## config.mk

```make
export PLATFORM = sky130hd
export DESIGN_NAME = load_cell_adc_reader_unit
export DESIGN_NICKNAME = d
export VERILOG_FILES = /design/src/hw/rtl/lcar_pkg.sv /design/src/hw/rtl/lcar_div.sv /design/src/hw/rtl/load_cell_adc_reader_unit.sv
export SDC_FILE = /design/constraint.sdc
export NUM_CORES = 1
export LEC_CHECK = 0
export ABC_AREA = 1
export BUFFER_PORTS_ARGS = -buffer_cell sky130_fd_sc_hd__buf_2
export CORE_ASPECT_RATIO = 0.9
export CORE_MARGIN = 3
export CORE_UTILIZATION = 24
export CTS_CLUSTER_SIZE = 30
export DETAILED_ROUTE_END_ITERATION = 8
export SLEW_MARGIN = 20
export SYNTH_ARGS = -nofsm -noshare
export SYNTH_HDL_FRONTEND = slang
export SYNTH_HIERARCHICAL = 1
export SYNTH_SLANG_ARGS = --single-unit
```

## constraint.sdc

```tcl
create_clock -name clk -period 2.9 [get_ports clk]
set_clock_uncertainty 0.15 [all_clocks]
set_input_delay 0.29 -clock clk [delete_from_list [all_inputs] [get_ports clk]]
set_output_delay 0.29 -clock clk [all_outputs]
set_load 0.01 [all_outputs]
```

## src/hw/rtl/lcar_pkg.sv

```systemverilog
// shared constants and codes for the load cell converter reader
package lcar_pkg;

    localparam int DATA_BITS_DEF = 24;
    localparam int CNT_W         = 7;
    localparam int GAIN_W        = 2;
    localparam int KIND_W        = 2;
    localparam int READING_W     = 25;
    localparam int S_TDATA_W     = 8;
    localparam int M_TDATA_W     = 32;
    localparam int APB_ADDR_W    = 3;
    localparam int APB_DATA_W    = 32;

    localparam logic [KIND_W-1:0] KIND_TICK  = 2'd0;
    localparam logic [KIND_W-1:0] KIND_WEIGH = 2'd1;
    localparam logic [KIND_W-1:0] KIND_TARE  = 2'd2;

    localparam logic REG_GAIN_PULSES  = 1'b0;
    localparam logic REG_SAMPLE_COUNT = 1'b1;

endpackage

```

## src/hw/rtl/lcar_div.sv

```systemverilog
// restoring divider, one quotient bit per cycle
module lcar_div
    import lcar_pkg::*;
#(
    parameter int SUM_W = DATA_BITS_DEF + CNT_W
)
(
    input  logic             clk,
    input  logic             rst_n,
    input  logic             start,
    input  logic [SUM_W-1:0] dividend,
    input  logic [CNT_W-1:0] divisor,
    output logic             done,
    output logic [SUM_W-1:0] quotient
);

    localparam int ITER_W = $clog2(SUM_W + 1);

    logic              busy_reg, busy_next;
    logic              done_reg, done_next;
    logic [ITER_W-1:0] iter_reg, iter_next;
    logic [SUM_W-1:0]  q_reg, q_next;
    logic [CNT_W-1:0]  rem_reg, rem_next;
    logic [CNT_W-1:0]  div_reg, div_next;
    logic [CNT_W:0]    rem_shift;
    logic [CNT_W:0]    rem_sub;
    logic              fits;

    always_comb
    begin
        rem_shift = {rem_reg, q_reg[SUM_W-1]};
        rem_sub   = rem_shift - {1'b0, div_reg};
        fits      = (rem_shift >= {1'b0, div_reg});
        busy_next = busy_reg;
        done_next = 1'b0;
        iter_next = iter_reg;
        q_next    = q_reg;
        rem_next  = rem_reg;
        div_next  = div_reg;
        if (start)
        begin
            busy_next = 1'b1;
            iter_next = ITER_W'(SUM_W);
            q_next    = dividend;
            rem_next  = '0;
            div_next  = divisor;
        end
        else if (busy_reg)
        begin
            q_next    = {q_reg[SUM_W-2:0], fits};
            rem_next  = fits ? rem_sub[CNT_W-1:0] : rem_shift[CNT_W-1:0];
            iter_next = iter_reg - 1'b1;
            if (iter_reg == ITER_W'(1))
            begin
                busy_next = 1'b0;
                done_next = 1'b1;
            end
        end
    end

    always_ff @(posedge clk or negedge rst_n)
    begin
        if (!rst_n)
        begin
            busy_reg <= 1'b0;
            done_reg <= 1'b0;
            iter_reg <= '0;
        end
        else
        begin
            busy_reg <= busy_next;
            done_reg <= done_next;
            iter_reg <= iter_next;
        end
    end

    always_ff @(posedge clk)
    begin
        q_reg   <= q_next;
        rem_reg <= rem_next;
        div_reg <= div_next;
    end

    assign done     = done_reg;
    assign quotient = q_reg;

    a_done_after_busy: assert property (@(posedge clk) disable iff (!rst_n)
        done_reg |-> !busy_reg && $past(busy_reg))
        else $error("divider done without a finished run");

    a_no_restart: assert property (@(posedge clk) disable iff (!rst_n)
        busy_reg |-> !start)
        else $error("divider restarted while busy");

    a_rem_bound: assert property (@(posedge clk) disable iff (!rst_n)
        busy_reg |-> rem_reg < div_reg)
        else $error("divider remainder out of range");

endmodule

```

## src/hw/rtl/load_cell_adc_reader_unit.sv

```systemverilog
// load cell converter serial reader with averaging and tare
//
// each input transaction is one step: tuser carries the kind (tick, start
// weigh, start tare), tdata bit 0 the level of the converter data pin.
// each step gives exactly one output transaction with the serial clock
// level, busy and done flags and, on completion, the reading.
// a tick is one half period of the serial clock: wait for data low, then
// DATA_BITS clock pairs sampling after each falling edge, then gain_pulses
// extra pulses. words are flipped to offset binary and summed.
// a step's result is registered at the accepting edge; with the receiver
// ready and no divide running a step is taken every cycle. the step that
// finishes a sequence starts the restoring divider: its result is
// registered when the divider is done, and the input is not ready while
// the divider runs. a weigh reports mean minus tare offset, a tare stores
// the mean as the offset and reports it.
// reset clears all state: idle, clock low, offset zero, gain_pulses 1,
// sample_count 1. when the receiver stalls the result holds in the output
// register and no new step is accepted until it is taken.
// registers: gain_pulses at 0x0, sample_count at 0x4 (0 acts as 1).
module load_cell_adc_reader_unit
    import lcar_pkg::*;
#(
    parameter int DATA_BITS = DATA_BITS_DEF
)
(
    input  logic                  clk,
    input  logic                  rst_n,
    input  logic                  s_tvalid,
    output logic                  s_tready,
    input  logic [S_TDATA_W-1:0]  s_tdata,   // data_level
    input  logic [KIND_W-1:0]     s_tuser,   // kind
    output logic                  m_tvalid,
    input  logic                  m_tready,
    output logic [M_TDATA_W-1:0]  m_tdata,   // sck_level, busy_res, done_res, reading
    output logic [0:0]            m_tuser,   // reading_is_tare
    input  logic                  psel,
    input  logic                  penable,
    input  logic                  pwrite,
    input  logic [APB_ADDR_W-1:0] paddr,
    input  logic [APB_DATA_W-1:0] pwdata,
    output logic [APB_DATA_W-1:0] prdata,
    output logic                  pready
);

    localparam int SUM_W     = DATA_BITS + CNT_W;
    localparam int BIT_CNT_W = $clog2(DATA_BITS + 1);
    localparam int EXT_W     = (DATA_BITS > READING_W) ? DATA_BITS : READING_W;
    localparam int PAD_W     = M_TDATA_W - READING_W - 3;
    localparam logic [DATA_BITS-1:0] TOP_BIT = {1'b1, {(DATA_BITS-1){1'b0}}};

    typedef enum logic [2:0] {
        PH_IDLE,
        PH_WAIT,
        PH_BIT_HIGH,
        PH_BIT_LOW,
        PH_GAIN_HIGH,
        PH_GAIN_LOW
    } phase_t;

    typedef enum logic {
        ENG_STEP,
        ENG_DIV
    } eng_t;

    eng_t                   eng_reg, eng_next;
    phase_t                 phase_reg, phase_next;
    logic [BIT_CNT_W-1:0]   bit_cnt_reg, bit_cnt_next;
    logic [GAIN_W-1:0]      pulse_cnt_reg, pulse_cnt_next;
    logic [DATA_BITS-1:0]   shift_reg, shift_next;
    logic [SUM_W-1:0]       sum_reg, sum_next;
    logic [CNT_W-1:0]       left_reg, left_next;
    logic [CNT_W-1:0]       total_reg, total_next;
    logic [DATA_BITS-1:0]   offset_reg, offset_next;
    logic                   tare_reg, tare_next;
    logic                   sck_reg, sck_next;
    logic [GAIN_W-1:0]      gain_reg, gain_next;
    logic [CNT_W-1:0]       count_reg, count_next;
    logic                   m_valid_reg, m_valid_next;
    logic [M_TDATA_W-1:0]   m_data_reg, m_data_next;
    logic                   m_user_reg, m_user_next;

    logic                   accept;
    logic                   cfg_write;
    logic [KIND_W-1:0]      kind;
    logic                   data_level;
    logic                   word_done;
    logic [DATA_BITS-1:0]   word_value;
    logic [CNT_W-1:0]       left_dec;
    logic                   finishing;
    logic                   div_done;
    logic [SUM_W-1:0]       div_q;
    logic [DATA_BITS-1:0]   mean;
    logic [EXT_W-1:0]       diff;
    logic [READING_W-1:0]   reading;

    assign kind       = s_tuser;
    assign data_level = s_tdata[0];
    assign s_tready   = (eng_reg == ENG_STEP) && (!m_valid_reg || m_tready);
    assign accept     = s_tvalid && s_tready;
    assign pready     = 1'b1;
    assign cfg_write  = psel && penable && pwrite && pready;

    always_comb
    begin
        unique case (paddr[2])
            REG_GAIN_PULSES:  prdata = APB_DATA_W'(gain_reg);
            REG_SAMPLE_COUNT: prdata = APB_DATA_W'(count_reg);
            default:          prdata = '0;
        endcase
    end

    lcar_div #(
        .SUM_W (SUM_W)
    ) u_div (
        .clk      (clk),
        .rst_n    (rst_n),
        .start    (accept && finishing),
        .dividend (sum_next),
        .divisor  (total_reg),
        .done     (div_done),
        .quotient (div_q)
    );

    assign mean    = div_q[DATA_BITS-1:0];
    assign diff    = EXT_W'(mean) - EXT_W'(offset_reg);
    assign reading = READING_W'(tare_reg ? EXT_W'(mean) : diff);

    // serial sequencer, one step per accepted transaction
    always_comb
    begin
        phase_next     = phase_reg;
        bit_cnt_next   = bit_cnt_reg;
        pulse_cnt_next = pulse_cnt_reg;
        shift_next     = shift_reg;
        sum_next       = sum_reg;
        left_next      = left_reg;
        total_next     = total_reg;
        tare_next      = tare_reg;
        sck_next       = sck_reg;
        word_done      = 1'b0;
        if (kind == KIND_WEIGH || kind == KIND_TARE)
        begin
            if (phase_reg == PH_IDLE)
            begin
                left_next      = (count_reg == '0) ? CNT_W'(1) : count_reg;
                total_next     = (count_reg == '0) ? CNT_W'(1) : count_reg;
                sum_next       = '0;
                shift_next     = '0;
                bit_cnt_next   = '0;
                pulse_cnt_next = '0;
                tare_next      = (kind == KIND_TARE);
                sck_next       = 1'b0;
                phase_next     = PH_WAIT;
            end
        end
        else if (kind == KIND_TICK)
        begin
            unique case (phase_reg)
                PH_WAIT:
                begin
                    if (!data_level)
                    begin
                        shift_next   = '0;
                        bit_cnt_next = '0;
                        sck_next     = 1'b1;
                        phase_next   = PH_BIT_HIGH;
                    end
                end
                PH_BIT_HIGH:
                begin
                    sck_next   = 1'b0;
                    phase_next = PH_BIT_LOW;
                end
                PH_BIT_LOW:
                begin
                    shift_next   = {shift_reg[DATA_BITS-2:0], data_level};
                    bit_cnt_next = bit_cnt_reg + 1'b1;
                    if (bit_cnt_reg != BIT_CNT_W'(DATA_BITS - 1))
                    begin
                        sck_next   = 1'b1;
                        phase_next = PH_BIT_HIGH;
                    end
                    else if (gain_reg != '0)
                    begin
                        pulse_cnt_next = GAIN_W'(1);
                        sck_next       = 1'b1;
                        phase_next     = PH_GAIN_HIGH;
                    end
                    else
                    begin
                        word_done = 1'b1;
                    end
                end
                PH_GAIN_HIGH:
                begin
                    sck_next   = 1'b0;
                    phase_next = PH_GAIN_LOW;
                end
                PH_GAIN_LOW:
                begin
                    if (pulse_cnt_reg < gain_reg)
                    begin
                        pulse_cnt_next = pulse_cnt_reg + 1'b1;
                        sck_next       = 1'b1;
                        phase_next     = PH_GAIN_HIGH;
                    end
                    else
                    begin
                        word_done = 1'b1;
                    end
                end
                default:
                begin
                    sck_next   = 1'b0;
                    phase_next = PH_IDLE;
                end
            endcase
        end

        // word complete: accumulate and either wait for the next or finish
        word_value = shift_next ^ TOP_BIT;
        left_dec   = (left_reg != '0) ? left_reg - 1'b1 : left_reg;
        finishing  = 1'b0;
        if (word_done)
        begin
            sum_next  = sum_reg + SUM_W'(word_value);
            left_next = left_dec;
            if (left_dec != '0)
            begin
                phase_next = PH_WAIT;
            end
            else
            begin
                phase_next = PH_IDLE;
                finishing  = 1'b1;
            end
        end
    end

    // engine, result register and configuration
    always_comb
    begin
        eng_next     = eng_reg;
        offset_next  = offset_reg;
        m_valid_next = m_valid_reg && !m_tready;
        m_data_next  = m_data_reg;
        m_user_next  = m_user_reg;
        gain_next    = gain_reg;
        count_next   = count_reg;
        unique case (eng_reg)
            ENG_STEP:
            begin
                if (accept)
                begin
                    if (finishing)
                    begin
                        eng_next = ENG_DIV;
                    end
                    else
                    begin
                        m_valid_next = 1'b1;
                        m_data_next  = {PAD_W'(0), READING_W'(0), 1'b0,
                                        phase_next != PH_IDLE, sck_next};
                        m_user_next  = 1'b0;
                    end
                end
            end
            ENG_DIV:
            begin
                if (div_done)
                begin
                    eng_next     = ENG_STEP;
                    m_valid_next = 1'b1;
                    m_data_next  = {PAD_W'(0), reading, 1'b1, 1'b0, sck_reg};
                    m_user_next  = tare_reg;
                    if (tare_reg)
                    begin
                        offset_next = mean;
                    end
                end
            end
            default:
            begin
                eng_next = ENG_STEP;
            end
        endcase
        if (cfg_write)
        begin
            unique case (paddr[2])
                REG_GAIN_PULSES:  gain_next  = pwdata[GAIN_W-1:0];
                REG_SAMPLE_COUNT: count_next = pwdata[CNT_W-1:0];
                default:          gain_next  = gain_reg;
            endcase
        end
    end

    always_ff @(posedge clk or negedge rst_n)
    begin
        if (!rst_n)
        begin
            eng_reg       <= ENG_STEP;
            phase_reg     <= PH_IDLE;
            bit_cnt_reg   <= '0;
            pulse_cnt_reg <= '0;
            shift_reg     <= '0;
            sum_reg       <= '0;
            left_reg      <= '0;
            total_reg     <= '0;
            offset_reg    <= '0;
            tare_reg      <= 1'b0;
            sck_reg       <= 1'b0;
            gain_reg      <= GAIN_W'(1);
            count_reg     <= CNT_W'(1);
            m_valid_reg   <= 1'b0;
            m_data_reg    <= '0;
            m_user_reg    <= 1'b0;
        end
        else
        begin
            eng_reg     <= eng_next;
            offset_reg  <= offset_next;
            gain_reg    <= gain_next;
            count_reg   <= count_next;
            m_valid_reg <= m_valid_next;
            m_data_reg  <= m_data_next;
            m_user_reg  <= m_user_next;
            if (accept)
            begin
                phase_reg     <= phase_next;
                bit_cnt_reg   <= bit_cnt_next;
                pulse_cnt_reg <= pulse_cnt_next;
                shift_reg     <= shift_next;
                sum_reg       <= sum_next;
                left_reg      <= left_next;
                total_reg     <= total_next;
                tare_reg      <= tare_next;
                sck_reg       <= sck_next;
            end
        end
    end

    assign m_tvalid = m_valid_reg;
    assign m_tdata  = m_data_reg;
    assign m_tuser  = m_user_reg;

    a_div_done_in_div: assert property (@(posedge clk) disable iff (!rst_n)
        div_done |-> eng_reg == ENG_DIV)
        else $error("divider result outside divide state");

    a_finish_enters_div: assert property (@(posedge clk) disable iff (!rst_n)
        accept && finishing |=> eng_reg == ENG_DIV && !m_valid_reg)
        else $error("finishing step did not start the divide");

    a_done_not_busy: assert property (@(posedge clk) disable iff (!rst_n)
        m_valid_reg && m_data_reg[2] |-> !m_data_reg[1] && phase_reg == PH_IDLE)
        else $error("completed transaction still busy");

    a_idle_clock_low: assert property (@(posedge clk) disable iff (!rst_n)
        phase_reg == PH_IDLE |-> !sck_reg)
        else $error("serial clock high while idle");

endmodule
```

# ---- Word-level counts from Yosys, hierarchy flattened
# Cells that the tools add are included.
dict set report word_totals {
  ff_bits 201
  inputBits 52
  output_inout_bits 68
  word_cells 162
}
dict set report op_classes {
  addsub 7
  n_lt_le_gt_ge 2
  n_eq_ne 17
  muxes 80
  n_bitwise 3
  reduce_logical 31
}
# cell n
set ops {}
lappend ops {{two-way mux 31 bit} 5}
lappend ops {{case mux 32 bit (2 select lines)} 2}
lappend ops {{two-way mux 24 bit} 4}
lappend ops {{two-way mux 32 bit} 3}
lappend ops {{case mux 24 bit (2 select lines)} 1}
lappend ops {{two-way mux 7 bit} 6}
lappend ops {{adder 31 x 24 -> 31 bit} 1}
lappend ops {{two-way mux 1 bit} 30}
lappend ops {{two-way mux 5 bit} 6}
lappend ops {{two-way mux 25 bit} 1}
lappend ops {{subtractor 24 x 24 -> 25 bit} 1}
lappend ops {{two-way mux 3 bit} 8}
lappend ops {{case mux 3 bit (5 select lines)} 1}
lappend ops {{nonzero test 7 bit} 2}
lappend ops {{two-way mux 2 bit} 6}
lappend ops {{!= test 3 bit, second input constant} 4}
lappend ops {{AND reduction 3 bit} 4}
lappend ops {{case mux 5 bit (2 select lines)} 1}
lappend ops {{nonzero test 2 bit} 5}
lappend ops {{nonzero test 3 bit} 3}
lappend ops {{>= comparator 8 x 7 -> 1 bit} 1}
lappend ops {{case mux 1 bit (2 select lines)} 4}
lappend ops {{logical NOT 7 bit} 1}
lappend ops {{AND reduction 7 bit} 1}
lappend ops {{other kinds (25)} 39}

# ---- Depth between registers and ports, before layout
dict set report logic_depth {
  ltp_word 11
  mapped_depth 24
  depth_no_buf 23
}

# ---- Cells and area by module
# The synthesis kept the hierarchy.
# mod instances cells_each area_per_inst_um2 seq_area_each_um2
set modules_own_cells {}
lappend modules_own_cells {load_cell_adc_reader_unit 1 1624 10856.7 3631.0}
lappend modules_own_cells {lcar_div 1 293 2602.5 1456.4}

# ---- Worst setup path before layout
# Ideal clock, no wire load.
dict set report synth_path {
  path_kind {input to register}
  start {input port s_tuser[0]}
  end {register u_div.q_reg[22], in the netlist u_div/quotient[22] (data pin)}
  setup_time_ns 0.253
  arrival_time_ns 2.892
  required_ns 2.497
  slack_ns -0.394
  stages 23
  n_path_buf 2
  path_cell_list {inv_1 > ha_1 > buf_2 > clkinv_1 > clkbuf_1 > o211ai_1 > o21ai_0 > ha_1 > fa_1 > nand3_1 > nand3_1 > nand2_1 > nand2_1 > nand2_1 > nand2_1 > nand2_1 > nand2_1 > nand2_1 > nand2_1 > nand2_1 > nand2_1 > nand2_1 > nand2_1}
}
dict set report synth_between {
  elab_chain_len 6
  word_cells_on_any_way 14
  classes_between {add/sub: 1; eq/ne: 2; mux: 8; reduce/logical: 3}
}
# element line
set synth_rtl {}
lappend synth_rtl {{start: declaration} load_cell_adc_reader_unit.sv:31} ;# input logic [KIND_W-1:0] s_tuser,
lappend synth_rtl {{logical NOT 2 bit (tied with other cells)} load_cell_adc_reader_unit.sv:156} ;# else if (kind == KIND_TICK)
lappend synth_rtl {{two-way mux 24 bit / logical OR 1 bit (equally long branches)} {load_cell_adc_reader_unit.sv:156, load_cell_adc_reader_unit.sv:141}}
lappend synth_rtl {{two-way mux 24 bit *} load_cell_adc_reader_unit.sv:141} ;# if (kind == KIND_WEIGH || kind == KIND_TARE)
lappend synth_rtl {{net shift_next[0]} load_cell_adc_reader_unit.sv:69} ;# logic [DATA_BITS-1:0] shift_reg, shift_next;
lappend synth_rtl {{adder 31 x 24 -> 31 bit *} load_cell_adc_reader_unit.sv:226} ;# sum_next = sum_reg + SUM_W'(word_value);
lappend synth_rtl {{two-way mux 31 bit *} load_cell_adc_reader_unit.sv:224} ;# if (word_done)
lappend synth_rtl {{net sum_next[22]} load_cell_adc_reader_unit.sv:70} ;# logic [SUM_W-1:0] sum_reg, sum_next;
lappend synth_rtl {{two-way mux 31 bit *} lcar_div.sv:40} ;# if (start)
lappend synth_rtl {{net u_div.q_next[22]} lcar_div.sv:22} ;# logic [SUM_W-1:0] q_reg, q_next;
lappend synth_rtl {{end signal: assignment} lcar_div.sv:79} ;# q_reg <= q_next;
lappend synth_rtl {{end: declaration} lcar_div.sv:22}
# The timed path passes the listed nets; every way through them passes the cells marked *.
# A chain may end at the register's enable or synchronous reset.

# ---- Worst setup path in the final report
dict set report layout_path {
  start {register phase_reg[2]}
  end {register u_div.q_reg[22], in the netlist u_div/quotient[22] (data pin)}
}
dict set report layout_between {
  elab_chain_len 7
  word_cells_on_any_way 18
  classes_between {add/sub: 1; eq/ne: 3; mux: 12; reduce/logical: 2}
}
# element line
set layout_rtl {}
lappend layout_rtl {{start: declaration} load_cell_adc_reader_unit.sv:66} ;# phase_t phase_reg, phase_next;
lappend layout_rtl {{start signal: assignment} load_cell_adc_reader_unit.sv:329} ;# phase_reg <= phase_next;
lappend layout_rtl {{equality test 3 x 2 -> 1 bit / equality test 3 x 1 -> 1 bit (equally long branches)} load_cell_adc_reader_unit.sv:158} ;# unique case (phase_reg)
lappend layout_rtl {{case mux 24 bit (2 select lines)} load_cell_adc_reader_unit.sv:158}
lappend layout_rtl {{two-way mux 24 bit} load_cell_adc_reader_unit.sv:156}
lappend layout_rtl {{two-way mux 24 bit *} load_cell_adc_reader_unit.sv:141}
lappend layout_rtl {{net shift_next[7]} load_cell_adc_reader_unit.sv:69}
lappend layout_rtl {{adder 31 x 24 -> 31 bit *} load_cell_adc_reader_unit.sv:226}
lappend layout_rtl {{two-way mux 31 bit *} load_cell_adc_reader_unit.sv:224}
lappend layout_rtl {{net sum_next[22]} load_cell_adc_reader_unit.sv:70}
lappend layout_rtl {{two-way mux 31 bit *} lcar_div.sv:40}
lappend layout_rtl {{net u_div.q_next[22]} lcar_div.sv:22}
# Marks and branches as above.

==> results list <==
* Post-detailed-route DRC marker count: 0
* Fraction of registers with async set or reset after synthesis: 0.772
* Sequential Area: 5090 um^2
* GR Util All Layers: 0.134
- Transition time of the tightest slew-check pin: 564 ps
- In this run, synthesis produced a sequential element count of 197.
- Critical path, cell by cell: nor2_4, nand3_4, nand3_4, nand2_2, nand2_2, clkinv_4, buf_12, o22ai_4, ha_4, nand2_1, nand2_2, nand2_1, nand2_1, a21oi_1, nand2_4, nand2_2, nand2_1, nand2_1, nand2_2, nand2_1, nand2_1, nand2_1, nand2_1
- After layout, the minimum clock period comes to 3350 ps.
* Vias in the first global route: 12200
- Together, buffers and inverters on the worst path number 2.
- The run finished, with violations left.
- Final-report setup violation count: 48
- Largest net degree at the start of global routing: 55
* Mean post-synth cell area: 7.02 um^2
- Crit path setup slack, layout: -452 ps
- GR Layer Usage met1: 0.195
- For this run the aggregate overflow at the end of global routing stands at 0.
* Cell occurring most often along the worst timing path: nand2_1
- Once placement finished, the instance area stood at 15600 um^2.
- The routed design has 40600 um of wire.
- In this run, synthesis inferred 38 flip-flops with an integrated enable.
* CP Data Arrival Time: 3420 ps
* Most frequent cells after synthesis: nand2_1 (659), inv_1 (235), dfrtp_1 (150)
- Power density cells: 577 nW/um^2
- Highest achievable clock rate: 298 MHz
* Met2 Usage GRT: 0.206
* Final instance count without filler cells: 2878
- In this run the worst path has a maximum fanout of 7.
- Fill cells: 5766
- After floorplanning, the core was divided into 81 placement rows.
- Initial antenna violation count: 1
- The first detailed-routing pass ran for 5 iterations.
- Max-slew headroom: 0.624
* Design area: 18000 um^2
- Most frequently used cell type in the post-synthesis netlist: nand2_1
- Busiest metal layer after global routing: met2
- TritonCTS built the clock tree.
- Final Core Density: 0.329
* Number of different library cells in the post-synthesis netlist: 52
- Clock edge transition at the registers on the reported setup and hold paths: 80 ps
* Dpl cells: 2800
- From synthesis to final layout, the design area changed by 34.1%.
- The tightest min-delay check is of the in -> reg type.
- Worst path slowest cell: dfrtp_1
* Top cell type by total area after synthesis: dfrtp_1
- Kind of capture point of the worst setup path: register
* Area of combinational cells with multiple inputs: 8670 um^2
* Routed length per placed instance: 14.1 um
- Prior to clock tree synthesis, the placed netlist has a worst setup slack of -525 ps.
* Category of the worst setup path launch point: register
- The cell family contributing the most delay on the critical path is simple AND/OR/NAND/NOR gates.
* Unrepaired setup endpoints after global routing: yes
- Share of the yosys chip area belonging to registers: 0.378
- The routed layout has 12900 vias.
* Cts bufs inserted: 17
- In this run the standard cell core region covers 54900 um^2.
- Final Hold Vio Count: 0
- Number of design-rule violations left by the first detailed-router iteration: 862
* Half-perimeter wire length after detailed placement: 29100 um
- At the end of routability-driven placement, the weighted congestion stood at 0.912.
- Post-synthesis instance total: 1917
* Clock Tree Root: clkbuf_16
- In the routed layout, each cell is associated on average with a via count of 4.49.
- The synthesized netlist occupies a cell area of 13500 um^2.
- Source-to-sink clock delay at the later pin of the worst-skew pair: 460 ps
* Max-slew violation count: 0
* Share of the cycle needed by the critical path after routing: 1.16
- Antenna diode instance count: 0
- The H-tree generated during clock tree synthesis spans 4 levels.
- Violations in the final reports: negative setup slack
- Floorplan die width: 256 um
- Counting every sink on the clock net gives 197.
- IO Port Bufs: 55
* Number of maximum-capacitance violations: 0
* CP Class: reg -> reg
* Global-route wire length before repair: 64600 um
- The share of synthesized area in the top cell type comes to 0.279.
- The worst-case IR drop observed on VDD is 0.434 mV.
- The clock passes through at most 2 buffers.
- The floorplan step set the die height to 231 um.
* Die area: 59000 um^2
- Of the cells placed in the final design, the portion with a size suffix greater than 1 is 0.265.
- Number of warnings printed during yosys synthesis: 6
* Leakage power figure: 9.14 nW
- For the worst setup path, the data required time is 2970 ps.
* TNS Setup: -9390 ps
* IO Count: 120
- In the synthesized netlist the dominant register cell turns out to be dfrtp_1.
- In the global route stage, met3 resource usage came out at 0.0250.
- Maximum single-stage delay on the critical path: 440 ps
* Number of nets in the final layout: 2237
* Largest cells by area after synthesis: dfrtp_1 (28%), nand2_1 (18%), edfxtp_1 (8.5%), inv_1 (6.6%), ha_1 (5.9%)
- The count of nets left with antenna violations once routing finished came out at 0.
* Initial core utilization: 0.245
## cell type report
type / count / share of cell area
multi-input cells: 1417 / 0.481
flip-flops and latches: 197 / 0.282
repair buffers: 236 / 0.100
inverters: 248 / 0.0532
well taps: 747 / 0.0518
clock buffers: 18 / 0.0238
clock inverters: 14 / 0.00832
repair inverters: 1 / 0.000208
## per-layer routing
| metal | share of wire | vias to the layer above | wire length [um] |
|---|---|---|---|
| met1 | 0.49 | 6008 | 20000 |
| met3 | 0.050 | 45 | 2030 |
| met2 | 0.44 | 328 | 18000 |
| met4 | 0.015 | 0 | 600 |
| met5 | 0 | - | 0 |
| li1 | - | 6554 | - |
## per-stage QoR
step                total power (W)  hold slack, ps
detailed placement          0.00763            46.8
finish                       0.0104            24.5
global route                 0.0112            48.6
floorplan                   0.00641            -156
CTS                          0.0103            8.02
global placement            0.00761            47.7
## worst paths after layout
check	startpoint	to	slack (ps)	cells past startpoint
worst min-delay path	m_tready	m_tvalid	20	3
worst max register to register	phase_reg[2]	u_div/quotient[22]	-450	23
worst max-delay path	phase_reg[2]	u_div/quotient[22]	-450	23
min in group asynchronous	rst_n	m_tdata[9]	130	2
max in group asynchronous	rst_n	gain_reg[0]	1790	3
worst min register to register	total_reg[1]	u_div/div_reg[1]	290	0
## cell families (layout without fill, tap and decap cells)
logic type / after synthesis / after routing / share of synthesized area
buf+inv: 331 / 517 / 0.104
compound gates: 268 / 268 / 0.112
flops: 197 / 197 / 0.378
simple gates: 1019 / 1019 / 0.318
mux: 12 / 12 / 0.0100
xor+xnor: 21 / 21 / 0.0137
other cells: 2 / 30 / 0.000558
fa+ha+maj: 67 / 67 / 0.0640
## tightest hold or removal path: cells and delay by family
kind | cells | cell delay (ps)
AND/OR/NAND/NOR | 2 | 220
buffers and inverters | 1 | 90
## placed cells by master, fill, tap and decap left out, types with 16 or more instances in the layout
cell,count
ha_4,24
nand3_1,116
nand2_2,66
o22ai_1,23
o21ai_0,80
nor2_4,28
ha_1,39
o21ai_1,18
a21oi_1,66
nand4_1,27
buf_6,16
edfxtp_1,38
conb_1,30
nor2_1,94
clkbuf_16,17
buf_2,54
nor2_2,18
buf_4,151
inv_2,19
dfrtp_1,148
nand3_2,23
inv_1,219
nand2_1,576
nand2_4,25
## where the power goes
group | internal [W] | total [W] | switching (W) | leakage (nW)
combinational | 0.00161 | 0.00408 | 0.00247 | 6.50
clock | 0.00128 | 0.00245 | 0.00117 | 0.282
sequential | 0.00341 | 0.00388 | 0.000469 | 2.36
total | 0.00630 | 0.0104 | 0.00411 | 9.14
## timing repair
item                       in CTS  in global routing
gates cloned                    1                  0
resized for setup             216                121
hold endpoints to repair      159                  0
setup endpoints to repair      54                 59
pin swaps                     101                 90
buffers inserted               27                 14
hold buffers                    8                  0
Power figures use the tool's default switching activity.
